File: src/bsm3_pkg.sv
// Shared types, constants and helper functions of the 3x3 RGB box smoothing block.
// Used by bsm3_avg and box_smooth_3x3_rgb_top; depends on nothing else.
package bsm3_pkg;

  // Image geometry
  localparam int MAX_SIDE   = 1024;
  localparam int POS_W      = $clog2(MAX_SIDE);
  localparam int SIDE_W     = POS_W + 1;
  localparam int CFG_SIDE_W = 11;
  localparam int OUT_POS_W  = 10;
  localparam logic [CFG_SIDE_W-1:0] SIDE_RESET = 11'd1024;

  // Pixel and arithmetic widths
  localparam int CHAN_W  = 16;
  localparam int SUM_W   = 20;
  localparam int CNT_W   = 4;
  localparam int RECIP_SHIFT = 24;
  localparam int RECIP_W = RECIP_SHIFT + 1;
  localparam int PROD_W  = SUM_W + RECIP_W;

  // Reciprocals scaled by 2**RECIP_SHIFT, exact for every dividend below 2**SUM_W
  localparam logic [RECIP_W-1:0] RECIP_3 = 25'd5592406;
  localparam logic [RECIP_W-1:0] RECIP_9 = 25'd1864136;

  // Neighbor counts
  localparam logic [CNT_W-1:0] N_FULL   = 4'd9;
  localparam logic [CNT_W-1:0] N_EDGE   = 4'd6;
  localparam logic [CNT_W-1:0] N_CORNER = 4'd4;
  localparam logic [CNT_W-1:0] N_THREE  = 4'd3;
  localparam logic [CNT_W-1:0] N_TWO    = 4'd2;

  // Configuration port
  localparam int ADDR_W = 3;
  localparam int DATA_W = 32;
  localparam logic REG_IMAGE_SIDE = 1'b0;

  typedef struct packed {
    logic [CHAN_W-1:0] red;
    logic [CHAN_W-1:0] green;
    logic [CHAN_W-1:0] blue;
  } pix_t;

  // Window as [column][row]: column 0 is c-2, row 0 is r-2
  typedef pix_t [2:0][2:0] grid_t;

  // One result request from the item stage to the averaging pipeline
  typedef struct packed {
    logic [POS_W-1:0] row;
    logic [POS_W-1:0] col;
    logic             last;
    logic [1:0]       rlo;
    logic [1:0]       clo;
  } req_t;

  typedef struct packed {
    logic [CHAN_W-1:0]    red;
    logic [CHAN_W-1:0]    green;
    logic [CHAN_W-1:0]    blue;
    logic [OUT_POS_W-1:0] row;
    logic [OUT_POS_W-1:0] col;
    logic                 last;
  } res_t;

  typedef struct packed {
    logic [RECIP_W-1:0] m;
    logic               halve;
  } div_t;

  // Clamp the configured side to 1..MAX_SIDE
  function automatic logic [SIDE_W-1:0] side_eff(input logic [CFG_SIDE_W-1:0] cfg);
    logic [SIDE_W-1:0] s;
    if (cfg == '0) begin
      s = SIDE_W'(1);
    end else if (int'(cfg) > MAX_SIDE) begin
      s = SIDE_W'(MAX_SIDE);
    end else begin
      s = SIDE_W'(cfg);
    end
    return s;
  endfunction

  // Reciprocal and pre-halving for a neighbor count; six is halved, then divided by three
  function automatic div_t div_of(input logic [CNT_W-1:0] n);
    div_t d;
    d.halve = 1'b0;
    case (n)
      N_FULL:   d.m = RECIP_9;
      N_EDGE: begin
        d.m     = RECIP_3;
        d.halve = 1'b1;
      end
      N_THREE:  d.m = RECIP_3;
      N_CORNER: d.m = RECIP_W'(1) << (RECIP_SHIFT - 2);
      N_TWO:    d.m = RECIP_W'(1) << (RECIP_SHIFT - 1);
      default:  d.m = RECIP_W'(1) << RECIP_SHIFT;
    endcase
    return d;
  endfunction

endpackage

File: src/bsm3_avg.sv
// Averaging pipeline: masked 3x3 sums, then division by the neighbor count.
// Depends on bsm3_pkg; ends in the output register of the result channel.
module bsm3_avg (
  input  logic           clk_i,
  input  logic           rst_ni,
  input  logic           req_valid_i,
  output logic           req_ready_o,
  input  bsm3_pkg::req_t req_i,
  input  bsm3_pkg::grid_t grid_i,
  output logic           out_valid_o,
  input  logic           out_stall_i,
  output bsm3_pkg::res_t res_o
);

  // Sum stage
  logic                        b_valid_q;
  logic [bsm3_pkg::SUM_W-1:0]  sum_r_d, sum_g_d, sum_b_d;
  logic [bsm3_pkg::SUM_W-1:0]  sum_r_q, sum_g_q, sum_b_q;
  logic [bsm3_pkg::CNT_W-1:0]  cnt_d;
  bsm3_pkg::div_t              div_q;
  bsm3_pkg::req_t              b_req_q;
  logic                        b_ready, b_load;

  // Output stage
  logic                        c_valid_q, c_ready, c_load;
  bsm3_pkg::res_t              res_d, res_q;
  logic [bsm3_pkg::SUM_W-1:0]  x_r, x_g, x_b;
  logic [bsm3_pkg::PROD_W-1:0] p_r, p_g, p_b;

  assign c_ready     = !c_valid_q || !out_stall_i;
  assign b_ready     = !b_valid_q || c_ready;
  assign b_load      = req_valid_i && b_ready;
  assign c_load      = b_valid_q && c_ready;
  assign req_ready_o = b_ready;

  // Sum the in-bounds part of the window per channel
  always_comb begin
    sum_r_d = '0;
    sum_g_d = '0;
    sum_b_d = '0;
    for (int i = 0; i < 3; i++) begin
      for (int k = 0; k < 3; k++) begin
        if (i >= int'(req_i.clo) && k >= int'(req_i.rlo)) begin
          sum_r_d = sum_r_d + bsm3_pkg::SUM_W'(grid_i[i][k].red);
          sum_g_d = sum_g_d + bsm3_pkg::SUM_W'(grid_i[i][k].green);
          sum_b_d = sum_b_d + bsm3_pkg::SUM_W'(grid_i[i][k].blue);
        end
      end
    end
    cnt_d = bsm3_pkg::CNT_W'(2'd3 - req_i.clo) * bsm3_pkg::CNT_W'(2'd3 - req_i.rlo);
  end

  // Divide by multiplying with the scaled reciprocal
  always_comb begin
    x_r = div_q.halve ? (sum_r_q >> 1) : sum_r_q;
    x_g = div_q.halve ? (sum_g_q >> 1) : sum_g_q;
    x_b = div_q.halve ? (sum_b_q >> 1) : sum_b_q;
    p_r = bsm3_pkg::PROD_W'(x_r) * bsm3_pkg::PROD_W'(div_q.m);
    p_g = bsm3_pkg::PROD_W'(x_g) * bsm3_pkg::PROD_W'(div_q.m);
    p_b = bsm3_pkg::PROD_W'(x_b) * bsm3_pkg::PROD_W'(div_q.m);
    res_d.red   = p_r[bsm3_pkg::RECIP_SHIFT +: bsm3_pkg::CHAN_W];
    res_d.green = p_g[bsm3_pkg::RECIP_SHIFT +: bsm3_pkg::CHAN_W];
    res_d.blue  = p_b[bsm3_pkg::RECIP_SHIFT +: bsm3_pkg::CHAN_W];
    res_d.row   = bsm3_pkg::OUT_POS_W'(b_req_q.row);
    res_d.col   = bsm3_pkg::OUT_POS_W'(b_req_q.col);
    res_d.last  = b_req_q.last;
  end

  // Advance stage valids
  always_ff @(posedge clk_i or negedge rst_ni) begin
    if (!rst_ni) begin
      b_valid_q <= 1'b0;
      c_valid_q <= 1'b0;
    end else begin
      if (b_ready) begin
        b_valid_q <= req_valid_i;
      end
      if (c_ready) begin
        c_valid_q <= b_valid_q;
      end
    end
  end

  // Load stage payloads
  always_ff @(posedge clk_i) begin
    if (b_load) begin
      sum_r_q <= sum_r_d;
      sum_g_q <= sum_g_d;
      sum_b_q <= sum_b_d;
      div_q   <= bsm3_pkg::div_of(cnt_d);
      b_req_q <= req_i;
    end
    if (c_load) begin
      res_q <= res_d;
    end
  end

  assign out_valid_o = c_valid_q;
  assign res_o       = res_q;

`ifndef NO_ASSERTIONS
  // A held result must not be overwritten
  assert property (@(posedge clk_i) disable iff (!rst_ni)
    c_valid_q && out_stall_i |=> c_valid_q && $stable(res_q))
    else $error("stalled result changed");

  // A blocked sum stage keeps its request
  assert property (@(posedge clk_i) disable iff (!rst_ni)
    b_valid_q && !c_ready |=> b_valid_q && $stable(b_req_q))
    else $error("stalled request changed");

  // The red quotient never exceeds the width of one channel
  assert property (@(posedge clk_i) disable iff (!rst_ni)
    b_valid_q |-> p_r[bsm3_pkg::PROD_W-1:bsm3_pkg::RECIP_SHIFT + bsm3_pkg::CHAN_W] == '0)
    else $error("red mean overflows a channel");
`endif

endmodule
File: config.mk
export PLATFORM = sky130hd
export DESIGN_NAME = bsm3_avg
export DESIGN_NICKNAME = d
export VERILOG_FILES = /design/src/bsm3_pkg.sv /design/src/bsm3_avg.sv
export SDC_FILE = /design/constraint.sdc
export NUM_CORES = 2
export LEC_CHECK = 0
export ABC_AREA = 0
export BUFFER_PORTS_ARGS = -buffer_cell sky130_fd_sc_hd__buf_4
export CORE_ASPECT_RATIO = 1.75
export CORE_MARGIN = 2
export CORE_UTILIZATION = 60
export DETAILED_ROUTE_END_ITERATION = 7
export GPL_TIMING_DRIVEN = 0
export PLACE_DENSITY = 0.82
export SLEW_MARGIN = 20
export SYNTH_ARGS = -nofsm -noshare
export SYNTH_HDL_FRONTEND = slang
export SYNTH_SLANG_ARGS = --single-unit
File: constraint.sdc
create_clock -name clk_i -period 19.9 [get_ports clk_i]
set_input_delay 1.99 -clock clk_i [delete_from_list [all_inputs] [get_ports clk_i]]
set_output_delay 1.99 -clock clk_i [all_outputs]
set_load 0.03 [all_outputs]
==> reports/results.txt <==
Pin count of the biggest net entering global routing = 64
Clock transition at path regs = 80 ps
Detailed Routing Iterations Pass 1 = 5
Initial antenna violation count = 45
P&R area growth vs syn = 11.52%
Synth Flop Type = edfxtp_1
HP Start = b_req_q[15]
Syn nets = 8379
Placed cells = 8001
Fmax = 59.32 MHz
Max Slew Vio Count = 0
CTS tree = built
GRT overflow = 0
WHS Path Cells = 0
Syn Inst Count = 6271
CP peak stage delay = 730 ps
Die height = 404.8 um
Post-route minimum period = 16860 ps
Worst Hold End = res_o[11]
CTS Buf Count = 17
Post-CTS Resized = 0
Setup TNS = 0 ps
GRT met1 Usage = 35.83%
Layout cell share with drive strength beyond 1 = 9.880%
Worst EP arrival = 17090 ps
GR Util met3 = 10.04%
Starting Density = 60.26%
Max cap viols = 0
Root buffer cell = clkbuf_16
Worst r2r path cells = 31
CP required = 20130 ps
Vias in the first global route = 49910
First-pass GRT wire length = 285.6 mm
Routed length per instance = 24.03 um
CP max stage cell = clkbuf_1
RSZ-0062 raised after global routing = false
Nets@finish = 8937
CP max FO = 10
Final Hold Fails = 0
Max Buffers Root-to-Sink = 2
Max-slew headroom = 17.53%
Final WS setup = 3041 ps
Detailed router's first-iteration violation count = 2518
Core area = 91410 sq um
Ys async rst share = 1.258%
Nature of the critical path endpoint = register
Syn Area/Cell = 8.784 sq um
Full die area = 94340 sq um
Sequential area share after synthesis = 8.650%
FF+latch count, synth = 159
Setup violators final = 0
Final wirelength = 193.7 mm
I/O pin count = 532
Overall Global Routing Usage = 41.72%
GPL Wtd Cong = 1.088
Average vias per placed instance = 5.796
Worst vdd ir = 300.6 uV
Commonest non-fill, non-tap cells in the layout = inv_1, ha_1, fa_1
Worst Setup Start Kind = input pin
Period utilization = 84.72%
R2R Path End = res_o[68]
Worst min path class = reg2reg
Power Total = 0.01113 W
Worst reg2reg startpoint = div_q[0]
Worst-skew pair later-pin latency = 500 ps
Number of synthesized flops with an enable pin = 157
Unique masters post-synth = 94
Status = completed
Leakage = 31.39 nW
FILL cells = 7711
Post-route insts no fill = 8061
FF-to-FF setup slack = 8820 ps
CTS H-tree depth = 4
Vias post-DR = 46720
Post-CTS Hold Buffers = 0
Post-DP HPWL = 175.0 mm
Site row count = 147
Mapped Area = 55080 sq um
Worst Max-Slew Pin Slew = 1237 ps
Worst Path Class, Setup = in2reg
Post CTS Setup Buffer Count = 0
Sink Count = 159
Post-Route Skew = 24.46 ps
Most common cell on crit path = ha_1
Routed Antenna Nets = 0
Most common cell after layout, fill and taps aside = inv_1
Synthesis Warnings = 0
Die W = 233.0 um
Gr busiest metal = met2
Setup WS pre-CTS = 2735 ps
DRC errors left = 0
Global Route met2 Usage = 74.14%
Pwr dens = 181.1 nW/um^2
# port buffers = 531
## worst max-delay path: cells and delay by family
family,cells,cell delay [ps]
xor gates and xnor gates,6,950
AOI/OAI and AO/OA,23,5140
buffers and inverters,7,2970
adders and majority gates,9,3070
muxes,1,110
and+or+nand+nor,15,2860
## area by class of cell
type	instances	area, sq um	share of cell area [%]
Antenna cell	27	67.56	0.1100
Buffer	119	459.2	0.7475
Clock buffer	18	429.2	0.6986
Clock inverter	14	168.9	0.2750
Inverter	1196	4489	7.308
Multi-Input combinational cell	4797	45420	73.94
Sequential cell	159	4765	7.756
Tap cell	1192	1491	2.428
Timing Repair Buffer	539	4139	6.738
## cells in the mapped netlist, types with 10 or more instances
| cell | count | area, sq um |
|---|---|---|
| nand2b_1 | 119 | 744.5 |
| a21oi_1 | 307 | 1536 |
| buf_1 | 15 | 56.30 |
| nor3b_1 | 10 | 75.07 |
| xnor2_1 | 261 | 2286 |
| o211ai_1 | 15 | 112.6 |
| a41oi_1 | 20 | 175.2 |
| a21boi_0 | 22 | 165.2 |
| fa_1 | 717 | 14350 |
| or2_2 | 23 | 143.9 |
| nand3_1 | 82 | 410.4 |
| o21bai_1 | 40 | 300.3 |
| and2_1 | 115 | 719.4 |
| nor3_1 | 98 | 490.5 |
| edfxtp_1 | 157 | 4715 |
| nand2_1 | 342 | 1284 |
| o31ai_1 | 28 | 210.2 |
| inv_1 | 1195 | 4486 |
| and3_1 | 42 | 262.8 |
| xor2_1 | 126 | 1104 |
| a211oi_1 | 38 | 285.3 |
| a31oi_1 | 20 | 125.1 |
| nand4_1 | 17 | 106.4 |
| mux2_2 | 30 | 337.8 |
| nor2b_1 | 284 | 1777 |
| o21a_1 | 78 | 585.6 |
| nor2_1 | 393 | 1475 |
| ha_1 | 930 | 11640 |
| clkbuf_1 | 101 | 379.1 |
| mux2i_1 | 60 | 600.6 |
| a211o_1 | 13 | 113.9 |
| a21o_1 | 113 | 848.3 |
| o21ai_0 | 247 | 1236 |
| or3_1 | 31 | 193.9 |
## where the power goes
part	total (W)	leakage, nW	switching, W	internal, W
clock	0.000348	0.291	0.000169	0.000179
combinational	0.00995	29.6	0.00565	0.00429
sequential	0.000832	1.55	0.0000344	0.000798
## state kept, by name, indices dropped and copies added, names as in the netlist
register     count
b_req_q         21
sum_g_q         20
out_valid_o      1
b_valid_q        1
sum_r_q         20
sum_b_q         20
res_o           69
div_q            7
## logic make-up (layout without fill, tap and decap cells)
logic type                 count (synthesis)  count (layout)  synth area share, %
other                                      0              27                    0
AOI/OAI and AO/OA                       1065            1065                12.43
xor gates and xnor gates                 395             395                6.433
adders and majority gates               1654            1654                47.31
muxes                                     90              90                1.704
buffers and inverters                   1315            1886                8.977
and+or+nand+nor                         1593            1593                14.49
DFF                                      159             159                8.650
## routing by layer
layer	vias up	share of wire, %
met5	-	0.12
met1	22310	29
met3	866	6.8
li1	21760	-
met2	1750	50
met4	34	14
## stage by stage
| step | hold WS [ps] | util, % | area (sq um) |
|---|---|---|---|
| floorplan | 400.3 | - | 55080 |
| global placement | 400.8 | 66.25 | 60560 |
| detailed placement | 404.5 | 66.46 | 60750 |
| CTS | 413.7 | 67.11 | 61350 |
| global route | 422.2 | 67.15 | 61390 |
| finish | 413.1 | 67.20 | 61430 |
## how the worst max path moves through the flow
| stage | to | from | cells past startpoint | slack (ps) |
|---|---|---|---|---|
| final | sum_r_q[18] | req_i[2] | 61 | 3040 |
| after CTS | sum_r_q[18] | req_i[2] | 61 | 3200 |
| after floorplan | sum_g_q[19] | req_i[2] | 62 | 6910 |
| after global placement | sum_r_q[18] | req_i[2] | 61 | 2810 |
| after detailed placement | sum_r_q[18] | req_i[2] | 61 | 2740 |
| after global routing | sum_r_q[18] | req_i[2] | 61 | 2460 |
Note: power is estimated with default switching activity, not from simulation.
